`src/assert_macros.svh`:
```
// Assertion macros shared by the RTL of the weighted channel averager.
// Each macro expects signals named clk and rst in the scope where it is used.
`ifndef ASSERT_MACROS_SVH
`define ASSERT_MACROS_SVH

// Same-cycle implication, disabled while reset is high.
`define ASSERT_IMPLIES(label, ante, cons, msg) \
  label: assert property (@(posedge clk) disable iff (rst) (ante) |-> (cons)) else $error(msg);

// Next-cycle implication, disabled while reset is high.
`define ASSERT_NEXT(label, ante, cons, msg) \
  label: assert property (@(posedge clk) disable iff (rst) (ante) |=> (cons)) else $error(msg);

`endif

```
`src/wca_pkg.sv`:
```
// Package for the weighted channel averager: word types, field widths,
// register indexes and back-end state encoding. Depends on nothing.
package wca_pkg;

  localparam int VALUE_W  = 24;
  localparam int WEIGHT_W = 16;
  localparam int PROD_W   = VALUE_W + WEIGHT_W;
  localparam int GSIZE_W  = 13;
  localparam int AVG_W    = 24;
  localparam int WT_W     = 28;
  localparam int DATA_W   = 32;
  localparam int ADDR_W   = 3;

  localparam logic [0:0]         REG_GROUP_SIZE = 1'b0;
  localparam logic [GSIZE_W-1:0] GSIZE_RESET    = 13'd1;

  localparam logic [AVG_W-1:0] AVG_MAX = 24'h7FFFFF;
  localparam logic [AVG_W-1:0] AVG_MIN = 24'h800000;

  typedef struct packed {
    logic signed [VALUE_W-1:0]  value;
    logic signed [WEIGHT_W-1:0] weight;
    logic                       spectrum_end;
  } sample_t;

  typedef struct packed {
    logic signed [AVG_W-1:0] average;
    logic signed [WT_W-1:0]  weight_total;
    logic                    spectrum_last;
  } result_t;

  typedef struct packed {
    logic full;
    logic valid;
  } q_status_t;

  typedef enum logic [1:0] {
    DIV_IDLE,
    DIV_RUN,
    DIV_SAT,
    DIV_HOLD
  } div_state_t;

endpackage

```
`src/wca_front.sv`:
```
// Front end of the weighted channel averager: multiplies, counts channels
// and accumulates each group, pushing closed groups to the queue. Uses wca_pkg.
module wca_front #(
  parameter int MAX_GROUP = 4096,
  parameter int PSUM_W    = 52,
  parameter int WSUM_W    = 28,
  parameter int CNT_W     = 13
) (
  input  logic                          clk,
  input  logic                          rst,
  input  logic [wca_pkg::GSIZE_W-1:0]   group_size,
  input  wca_pkg::sample_t              sample,
  input  logic                          sample_valid,
  output logic                          sample_stall,
  input  wca_pkg::q_status_t            q_status,
  output logic                          push,
  output logic signed [PSUM_W-1:0]      push_psum,
  output logic signed [WSUM_W-1:0]      push_wsum,
  output logic                          push_last
);
  import wca_pkg::*;

  localparam int CMP_W = (CNT_W > GSIZE_W) ? CNT_W : GSIZE_W;

  logic [CNT_W-1:0]           count;
  logic [CNT_W-1:0]           count_inc;
  logic [CMP_W-1:0]           size_eff;
  logic                       closes;
  logic                       take;
  logic                       go;
  logic                       s1_valid;
  logic signed [PROD_W-1:0]   s1_prod;
  logic signed [WEIGHT_W-1:0] s1_weight;
  logic                       s1_last;
  logic                       s1_close;
  logic signed [PSUM_W-1:0]   psum;
  logic signed [PSUM_W-1:0]   psum_next;
  logic signed [WSUM_W-1:0]   wsum;
  logic signed [WSUM_W-1:0]   wsum_next;

  always_comb begin
    priority if (group_size == '0) begin
      size_eff = CMP_W'(1);
    end else if (CMP_W'(group_size) > CMP_W'(MAX_GROUP)) begin
      size_eff = CMP_W'(MAX_GROUP);
    end else begin
      size_eff = CMP_W'(group_size);
    end
  end

  assign count_inc    = count + 1'b1;
  assign closes       = (CMP_W'(count_inc) >= size_eff) || sample.spectrum_end;
  assign go           = s1_valid && (!s1_close || !q_status.full);
  assign sample_stall = s1_valid && !go;
  assign take         = sample_valid && !sample_stall;

  assign psum_next = psum + PSUM_W'(s1_prod);
  assign wsum_next = wsum + WSUM_W'(s1_weight);

  assign push      = go && s1_close;
  assign push_psum = psum_next;
  assign push_wsum = wsum_next;
  assign push_last = s1_last;

  always_ff @(posedge clk) begin
    if (rst) begin
      s1_valid <= 1'b0;
      count    <= '0;
      psum     <= '0;
      wsum     <= '0;
    end else begin
      if (!sample_stall) begin
        s1_valid <= sample_valid;
      end
      if (take) begin
        count <= closes ? '0 : count_inc;
      end
      if (go) begin
        if (s1_close) begin
          psum <= '0;
          wsum <= '0;
        end else begin
          psum <= psum_next;
          wsum <= wsum_next;
        end
      end
    end
  end

  always_ff @(posedge clk) begin
    if (take) begin
      s1_prod   <= sample.value * sample.weight;
      s1_weight <= sample.weight;
      s1_last   <= sample.spectrum_end;
      s1_close  <= closes;
    end
  end

endmodule

```
`src/wca_queue.sv`:
```
// Short queue of closed groups between the front end and the divider.
// Uses wca_pkg for the status word.
module wca_queue #(
  parameter int W     = 81,
  parameter int DEPTH = 2
) (
  input  logic               clk,
  input  logic               rst,
  input  logic               push,
  input  logic [W-1:0]       push_data,
  input  logic               pop,
  output logic [W-1:0]       pop_data,
  output wca_pkg::q_status_t status
);
  import wca_pkg::*;

  localparam int AW = (DEPTH > 1) ? $clog2(DEPTH) : 1;
  localparam int CW = $clog2(DEPTH + 1);

  logic [W-1:0]  mem [DEPTH];
  logic [AW-1:0] wr_ptr;
  logic [AW-1:0] rd_ptr;
  logic [CW-1:0] count;

  assign status.full  = (count == CW'(DEPTH));
  assign status.valid = (count != '0);
  assign pop_data     = mem[rd_ptr];

  always_ff @(posedge clk) begin
    if (rst) begin
      wr_ptr <= '0;
      rd_ptr <= '0;
      count  <= '0;
    end else begin
      if (push) begin
        wr_ptr <= (wr_ptr == AW'(DEPTH - 1)) ? '0 : wr_ptr + 1'b1;
      end
      if (pop) begin
        rd_ptr <= (rd_ptr == AW'(DEPTH - 1)) ? '0 : rd_ptr + 1'b1;
      end
      if (push && !pop) begin
        count <= count + 1'b1;
      end else if (pop && !push) begin
        count <= count - 1'b1;
      end
    end
  end

  always_ff @(posedge clk) begin
    if (push) begin
      mem[wr_ptr] <= push_data;
    end
  end

endmodule

```
`src/wca_back.sv`:
```
// Back end of the weighted channel averager: restoring divider, saturation
// and the output word register. Uses wca_pkg.
module wca_back #(
  parameter int PSUM_W = 52,
  parameter int WSUM_W = 28
) (
  input  logic                     clk,
  input  logic                     rst,
  input  logic                     q_valid,
  input  logic signed [PSUM_W-1:0] q_psum,
  input  logic signed [WSUM_W-1:0] q_wsum,
  input  logic                     q_last,
  output logic                     pop,
  output wca_pkg::result_t         result,
  output logic                     result_valid,
  input  logic                     result_stall
);
  import wca_pkg::*;

  localparam int SW = $clog2(PSUM_W);

  div_state_t        state;
  div_state_t        state_next;
  logic              neg;
  logic [PSUM_W-1:0] dvd;
  logic [WSUM_W-1:0] dvs;
  logic [WSUM_W-1:0] rem;
  logic [SW-1:0]     step;
  logic [WSUM_W:0]   trial;
  logic [WSUM_W:0]   diff;
  logic              trial_ge;
  logic              big;
  logic [AVG_W-1:0]  avg_sat;
  logic [AVG_W-1:0]  avg_q;
  logic [WT_W-1:0]   wt_q;
  logic              last_q;

  always_comb begin
    state_next = state;
    unique case (state)
      DIV_IDLE: begin
        if (q_valid) begin
          state_next = (q_wsum > 0) ? DIV_RUN : DIV_HOLD;
        end
      end
      DIV_RUN: begin
        if (step == SW'(PSUM_W - 1)) begin
          state_next = DIV_SAT;
        end
      end
      DIV_SAT:  state_next = DIV_HOLD;
      DIV_HOLD: begin
        if (!result_stall) begin
          state_next = DIV_IDLE;
        end
      end
      default: state_next = DIV_IDLE;
    endcase
  end

  always_comb begin
    pop          = (state == DIV_IDLE) && q_valid;
    result_valid = (state == DIV_HOLD);
  end

  assign trial    = {rem, dvd[PSUM_W-1]};
  assign diff     = trial - {1'b0, dvs};
  assign trial_ge = (trial >= {1'b0, dvs});

  always_comb begin
    if (neg) begin
      big     = (|dvd[PSUM_W-1:AVG_W]) || (dvd[AVG_W-1] && (|dvd[AVG_W-2:0]));
      avg_sat = big ? AVG_MIN : -dvd[AVG_W-1:0];
    end else begin
      big     = |dvd[PSUM_W-1:AVG_W-1];
      avg_sat = big ? AVG_MAX : dvd[AVG_W-1:0];
    end
  end

  always_comb begin
    result.average       = avg_q;
    result.weight_total  = wt_q;
    result.spectrum_last = last_q;
  end

  always_ff @(posedge clk) begin
    if (rst) begin
      state <= DIV_IDLE;
    end else begin
      state <= state_next;
    end
  end

  always_ff @(posedge clk) begin
    unique case (state)
      DIV_IDLE: begin
        if (q_valid) begin
          neg    <= q_psum[PSUM_W-1];
          dvd    <= q_psum[PSUM_W-1] ? -q_psum : q_psum;
          dvs    <= q_wsum;
          rem    <= '0;
          step   <= '0;
          last_q <= q_last;
          avg_q  <= '0;
          wt_q   <= (q_wsum > 0) ? WT_W'(q_wsum) : '0;
        end
      end
      DIV_RUN: begin
        rem  <= trial_ge ? diff[WSUM_W-1:0] : trial[WSUM_W-1:0];
        dvd  <= {dvd[PSUM_W-2:0], trial_ge};
        step <= step + 1'b1;
      end
      DIV_SAT: begin
        avg_q <= avg_sat;
      end
      DIV_HOLD: begin
      end
      default: begin
      end
    endcase
  end

endmodule

```
`src/weighted_channel_averager.sv`:
```
// Top level of the weighted channel averager: configuration registers and
// the front end, group queue and divider. Uses wca_pkg and assert_macros.svh.
//
// Channel words are accepted one per clock while sample_stall is low. Each
// word is multiplied and added into the open group's product and weight sums;
// when the group reaches the configured size, or a word carries the spectrum
// end mark, the sums go into a two-entry queue. The back end divides each
// closed group with a restoring divider that retires one quotient bit per
// clock (the product sum is PSUM_W = 40 + clog2(MAX_GROUP) bits wide), then
// saturates the quotient and holds the output word while result_stall is
// high. Closed groups back up through the queue while the divider is busy,
// and the input is stalled when a group closes on a full queue until the
// divider frees an entry.
// A group whose weight sum is not positive skips the divider and gives zeros.
// Group size 0 counts as 1; sizes above MAX_GROUP count as MAX_GROUP.
`include "assert_macros.svh"

module weighted_channel_averager #(
  parameter int MAX_GROUP = 4096
) (
  input  logic                         clk,
  input  logic                         rst,
  input  wca_pkg::sample_t             sample,
  input  logic                         sample_valid,
  output logic                         sample_stall,
  output wca_pkg::result_t             result,
  output logic                         result_valid,
  input  logic                         result_stall,
  input  logic                         psel,
  input  logic                         penable,
  input  logic                         pwrite,
  input  logic [wca_pkg::ADDR_W-1:0]   paddr,
  input  logic [wca_pkg::DATA_W-1:0]   pwdata,
  output logic [wca_pkg::DATA_W-1:0]   prdata,
  output logic                         pready
);
  import wca_pkg::*;

  localparam int CNT_W  = $clog2(MAX_GROUP + 1);
  localparam int PSUM_W = PROD_W + $clog2(MAX_GROUP);
  localparam int WSUM_W = WEIGHT_W + $clog2(MAX_GROUP);
  localparam int QW     = PSUM_W + WSUM_W + 1;

  logic [GSIZE_W-1:0]       group_size;
  logic [0:0]               reg_index;
  logic                     reg_write;
  q_status_t                q_status;
  logic                     q_push;
  logic                     q_pop;
  logic signed [PSUM_W-1:0] push_psum;
  logic signed [WSUM_W-1:0] push_wsum;
  logic                     push_last;
  logic [QW-1:0]            q_in;
  logic [QW-1:0]            q_out;
  logic signed [PSUM_W-1:0] q_psum;
  logic signed [WSUM_W-1:0] q_wsum;
  logic                     q_last;

  assign pready    = 1'b1;
  assign reg_index = paddr[ADDR_W-1:2];
  assign reg_write = psel && penable && pwrite && pready;

  always_comb begin
    prdata = '0;
    if (reg_index == REG_GROUP_SIZE) begin
      prdata = DATA_W'(group_size);
    end
  end

  always_ff @(posedge clk) begin
    if (rst) begin
      group_size <= GSIZE_RESET;
    end else if (reg_write && (reg_index == REG_GROUP_SIZE)) begin
      group_size <= pwdata[GSIZE_W-1:0];
    end
  end

  wca_front #(
    .MAX_GROUP (MAX_GROUP),
    .PSUM_W    (PSUM_W),
    .WSUM_W    (WSUM_W),
    .CNT_W     (CNT_W)
  ) u_front (
    .clk          (clk),
    .rst          (rst),
    .group_size   (group_size),
    .sample       (sample),
    .sample_valid (sample_valid),
    .sample_stall (sample_stall),
    .q_status     (q_status),
    .push         (q_push),
    .push_psum    (push_psum),
    .push_wsum    (push_wsum),
    .push_last    (push_last)
  );

  assign q_in = {push_last, push_wsum, push_psum};

  wca_queue #(
    .W     (QW),
    .DEPTH (2)
  ) u_queue (
    .clk       (clk),
    .rst       (rst),
    .push      (q_push),
    .push_data (q_in),
    .pop       (q_pop),
    .pop_data  (q_out),
    .status    (q_status)
  );

  assign q_psum = q_out[PSUM_W-1:0];
  assign q_wsum = q_out[PSUM_W+WSUM_W-1:PSUM_W];
  assign q_last = q_out[QW-1];

  wca_back #(
    .PSUM_W (PSUM_W),
    .WSUM_W (WSUM_W)
  ) u_back (
    .clk          (clk),
    .rst          (rst),
    .q_valid      (q_status.valid),
    .q_psum       (q_psum),
    .q_wsum       (q_wsum),
    .q_last       (q_last),
    .pop          (q_pop),
    .result       (result),
    .result_valid (result_valid),
    .result_stall (result_stall)
  );

  `ASSERT_IMPLIES(a_no_push_when_full, q_push, !q_status.full, "group pushed into a full queue")
  `ASSERT_IMPLIES(a_pop_needs_entry, q_pop, q_status.valid, "divider popped an empty queue")
  `ASSERT_NEXT(a_push_lands, q_push, q_status.valid, "pushed group not visible in the queue")

endmodule
```
`config.mk`:
```
export PLATFORM = sky130hd
export DESIGN_NAME = weighted_channel_averager
export DESIGN_NICKNAME = d
export VERILOG_FILES = /design/src/wca_pkg.sv /design/src/wca_front.sv /design/src/wca_queue.sv /design/src/wca_back.sv /design/src/weighted_channel_averager.sv
export VERILOG_INCLUDE_DIRS = /design/src /design/src/src
export SDC_FILE = /design/constraint.sdc
export NUM_CORES = 2
export LEC_CHECK = 0
export BUFFER_PORTS_ARGS = -buffer_cell sky130_fd_sc_hd__buf_2
export CORE_ASPECT_RATIO = 1.25
export CORE_MARGIN = 1
export CORE_UTILIZATION = 30
export CTS_CLUSTER_DIAMETER = 40
export DETAILED_ROUTE_END_ITERATION = 10
export GPL_TIMING_DRIVEN = 0
export PLACE_DENSITY = 0.55
export SLEW_MARGIN = 10
export SYNTH_ARGS = -nofsm -noshare
export SYNTH_HDL_FRONTEND = slang
export SYNTH_SLANG_ARGS = --single-unit
```
`constraint.sdc`:
```
create_clock -name clk -period 19.5 [get_ports clk]
set_input_delay 3.9 -clock clk [delete_from_list [all_inputs] [get_ports clk]]
set_output_delay 3.9 -clock clk [all_outputs]
set_load 0.02 [all_outputs]
```
# Word level (Yosys, flattened, before mapping)
# Memories as Yosys holds them, arrays and structs flattened. A register that Yosys moved wholly into a read port is not among the register bits.
# Index checks and enable logic that the tools add are counted.
# totals
regBits	339
mem_bits_rw	162
input_bits	83
memories	1
# mem_list
name	words	word_bits	rd	rd_ports_with_merged_regs	write_ports	line_no	text
u_queue.mem	2	81	1	1	1	wca_queue.sv:20	logic [W-1:0] mem [DEPTH];
# classes
addsub	11
n_mul	1
magnitude_cmp	4
n_eq_ne	8
muxes	32
n_bitwise	1
n_reduce_logical	33
# op_table
op	n
$mux 52	3
$pmux 52 s2	1
$mux 24	4
$mux 28	3
$pmux 28 s2	1
$add 52x40->52	1
$mux 13	4
$neg 52->52	1
$pmux 24 s2	1
$mul 24x16->40	1
$ge 29x28->1	1
$reduce_or 29->1	1
$add 28x16->28	1
$gt 28x1->1 const B	1
$reduce_or 28->1	1
$sub 28x28->28	1
$neg 24->24	1
$reduce_or 23->1	1
$add 13x1->13 const B	1
$ge 13x13->1	1
$gt 13x13->1 const B	1
$logic_not 13->1	1
$mux 2	6
$pmux 6 s2	1
20 further kinds	51

# Logic depth before layout (Yosys ltp)
# depth
word_depth	9
mapped_depth	25
ltp_nobuf	24

# By module
# From an unflattened synthesis, not the netlist that was laid out.
# hier_totals
hier_cells	3923
hier_area_um2	40322.4
# by_module_without_submodules
module	n_inst	cells_per_inst	area_each_um2	seq_area_each_um2
wca_front	1	2579	23243.5	3623.5
wca_back	1	977	10147.2	5084.9
wca_queue	1	274	6084.6	4964.8
weighted_channel_averager	1	93	847.1	260.2

# Least setup slack after synthesis
# OpenSTA, ideal clock, no wires.
# synth_timing
kind	input -> register
from	in sample[16] in the netlist's numbering
to	reg u_front.s1_prod[29], data pin
setup_ns	0.259
arrival_ns	9.721
required_time_ns	19.241
setup_slack_ns	9.520
path_stages	21
n_path_buf	1
path_cell_list	inv_1 -> clkbuf_1 -> nor2_1 -> fa_1 -> fa_1 -> fa_1 -> fa_1 -> fa_1 -> inv_1 -> fa_1 -> inv_1 -> ha_1 -> a21oi_1 -> o211ai_1 -> o31ai_1 -> o211ai_1 -> a2111oi_0 -> nor3_1 -> a311o_1 -> a21oi_1 -> xnor2_1
# synth_between
elab_chain_cells	1
# synth_lines
element	line_no	text
from (decl)	weighted_channel_averager.sv:23	input wca_pkg::sample_t sample,
$mul 24x16->40	wca_front.sv:92	s1_prod <= sample.value * sample.weight;
to (signal assigned)	wca_front.sv:92	
to (decl)	wca_front.sv:32	logic signed [PROD_W-1:0] s1_prod;
# Every way passes these cells.
# A chain may end at the register's enable or synchronous reset.

# Worst setup path in the final report
# layout_timing
from	in sample[9] in the netlist's numbering
to	reg u_front.s1_prod[38], data pin
# Same word-level chain as after synthesis.

==> flow_summary.ini <==
[routing]
wire_per_inst_um = 18.2
drt_first_pass_iters = 7
vias = 29358
ant_nets = 0
via_per_inst = 4.82
wirelength_mm = 111
drc = 0
drtIter0Drc = 1737

[floorplan]
core-area_mm2 = 0.134
die-area_mm2 = 0.136
std_cell_rows = 150
die_h_um = 412
die_w_um = 330
initial_core_util_pct = 30.2
num_io_pins = 171

[clock_network]
cts.sinks = 502
clkTransAtPathRegs_ps = 60
post_cts_buffers = 0
tritoncts = yes
numCtsBuffers = 74
root_buffer = clkbuf_16
ctsResizeCount = 0
cts.hold.buffers_added = 0
clock_path_buffers = 3
cts_max_level = 3
clk-insertion-delay-late_ps = 630

[cells_and_area]
mostFrequentLayoutCells = 529 x inv_1, 434 x nand2_1, 388 x edfxtp_1, 377 x fa_1, 263 x nor2_1
syn2layout_area_growth_pct = 14.2
fin_cells = 6086
layout_commonest_cell = inv_1
nNetsFinal = 4961
drive_above_1_share_pct = 8.21

[logic_synthesis]
synth_edf_count = 388
synth-async-reset-ratio_pct = 0
netlist_area_mm2 = 0.0404
synthTopCellsByArea = edfxtp_1 29%, fa_1 19%, ha_1 7.0%
synth_compound_area_share_pct = 11.5
ys_warn_count = 0
synth_area_per_cell_um2 = 9.99
seq_area_frac_synth_pct = 34.5
ys_types = 93
synthSimpleGateAreaFrac_pct = 14.6
yosysTopAreaCellShare_pct = 28.9
ys_ff_latch = 502
synth_ff_type = edfxtp_1
synth_top_area_cell = edfxtp_1
synth_xor_area_share_pct = 4.32
postSynthCellCount = 4040
synth_top_family_by_area = adder cells
synthAdderAreaFrac_pct = 25.7
synth.mux.area_fraction_pct = 2.41

[placement]
hpwlAfterDp_mm = 90.2
dp_cells = 5946
port_buffers = 129
gp_congestion = 0.915

[critical_path]
rr_worst_depth = 18
path_cells = buf_2 -> clkbuf_1 -> nand2_1 -> fa_1 -> inv_1 -> fa_1 -> fa_1 -> fa_1 -> fa_1 -> inv_1 -> fa_1 -> inv_1 -> ha_1 -> nand3_1 -> or2_2 -> o221ai_1 -> a221oi_1 -> o31ai_1 -> a31oi_1 -> o31ai_1 -> a21oi_1 -> xnor2_1
cp.depth = 22
path_buf_inv = 5
crit_family = adder cells
r2r_end = u_back.dvd[44]
path_max_fanout = 10
cp-startpoint = sample[9]
endpoint = u_front.s1_prod[38]
arrival_ps = 11220
reg2reg_slack_ps = 13810
max_stage_delay_ps = 750
crit_path_start_kind = input pin
end_kind = register
path_class = in2reg
cp.required_ps = 19860
crit_top_cell = fa_1
slowest_stage = clkbuf_1

[grt]
grt_max_degree = 53
met1_usage_pct = 20.0
grt-busiest-layer = met2
grtUsageMet3_pct = 1.60
met2_usage_pct = 29.2
first_global_vias = 30307
grt_pass1_wl_mm = 173
globalRouteTotalUtil_pct = 16.4
antenna_found_initial = 7
grt.overflow.total = 0

[run_status]
status = finished, final reports clean

[sta]
maxSlewViolCount = 0
max_freq_mhz = 92.1
rsz0062_at_grt = false
min_period_over_period_pct = 55.7
finalHoldViolations = 0
layout_min_cycle_time_ps = 10860
worst_pin_slew_ps = 1320
finalSetupViolCount = 0
setup_tns_ps = 0
fin_worst_skew_ps = 29.7
relSlewSlack_pct = 12.0

[worst_hold_path]
hold_class = reg2reg

[power]
p_per_area_mw_per_mm2 = 205
leakagePower_uw = 0.0196
vdd_drop_max_uv = 238

[job]
drv_cap = 0
==> cells by family (layout without fill, tap and decap cells) <==
group | count (synthesis) | in the layout
flops | 502 | 502
xor+xnor | 199 | 199
mux | 95 | 95
fa+ha+maj | 604 | 604
other cells | 2 | 24
compound gates | 716 | 716
simple gates | 1209 | 1209
buf+inv | 713 | 989
==> power by group <==
part	internal, uW	switching (uW)	total [uW]
Combinational	2410	3710	6120
Clock	832	528	1360
Sequential	1820	170	1990
Total	5060	4410	9470
==> final cells by class <==
cell class / instances / area [um^2]
Timing Repair Buffer: 139 / 871
Buffer: 181 / 792
Sequential cell: 502 / 13900
Fill cell: 13715 / 87500
Clock inverter: 55 / 644
Antenna cell: 3 / 7.51
Tap cell: 1748 / 2190
Multi-Input combinational cell: 2844 / 23700
Inverter: 532 / 2000
Clock buffer: 82 / 1930
==> worst reg2reg max path: stages, from the launching register on <==
cell      delay [ps]
dfxtp_1          590
buf_6            250
buf_6            170
buf_2            270
buf_2            330
buf_2            380
buf_2            410
buf_2            370
mux2i_1          360
ha_1             290
o221ai_2         180
nor4_4           360
o21ai_2          160
nor4_4           350
o21ai_2          150
nor2b_1          320
a41oi_1          200
xor2_1           170
o21ai_0           80
==> cell usage after synthesis (26+ instances only) <==
library cell    n
edfxtp_1      388
o21a_1         27
xor2_1         77
mux2i_1        85
a22oi_1        45
fa_1          377
xnor2_1       122
clkbuf_1      139
and3_1         26
dfxtp_1       114
a21o_1         74
ha_1          227
nand3_1        55
a21oi_1       184
inv_1         530
nor2b_1        39
o21ai_0       158
a211oi_1       28
nor2_1        266
nor3_1         61
nand2_1       434
a31oi_1        26
and2_1        165
nand2b_1       33
==> per-stage QoR <==
stage	cell area (um^2)	setup slack, ps	total power [uW]	hold slack (ps)	util [%]
after floorplan	40400	9520	6440	421	-
after global placement	43300	7980	8140	443	32.4
after detailed placement	43500	8050	8220	452	32.6
after CTS	46100	8700	9620	459	34.5
after global routing	46100	8300	10400	475	34.5
final	46100	8640	9470	458	34.5
==> per-layer routing <==
layer | up-vias | routed length [um]
met2 | 690 | 55300
met4 | 2 | 4400
met5 | - | 13
met3 | 180 | 4470
li1 | 14102 | -
met1 | 14384 | 46700
==> worst min-delay path by stage <==
stage | startpoint | endpoint | slack, ps | cells after the start
6_report | u_front.psum[0] | u_front.psum[0] | 460 | 2
5_1_grt | u_front.count[12] | u_front.count[12] | 470 | 2
4_1_cts | u_front.psum[0] | u_front.psum[0] | 460 | 2
3_5_place_dp | u_front.psum[0] | u_front.psum[0] | 450 | 2
3_3_place_gp | u_front.wsum[0] | u_front.wsum[0] | 440 | 2
2_1_floorplan | u_front.push_last | u_queue.mem[0][80] | 420 | 0
==> sequential cells by signal, summed over array words and instances (netlist names), 2 cells and up, named ones only <==
name               count
group_size            13
u_front.psum          52
u_back.dvs            28
u_back.step            6
u_front.s1_prod       40
u_back.rem            28
u_front.count         13
u_back.dvd            52
u_front.wsum          28
u_back.wt_q           28
u_queue.count          2
u_back.state           2
u_front.s1_weight     16
u_queue.mem          162
u_back.avg_q          24
Power figures use the tool's default switching activity.
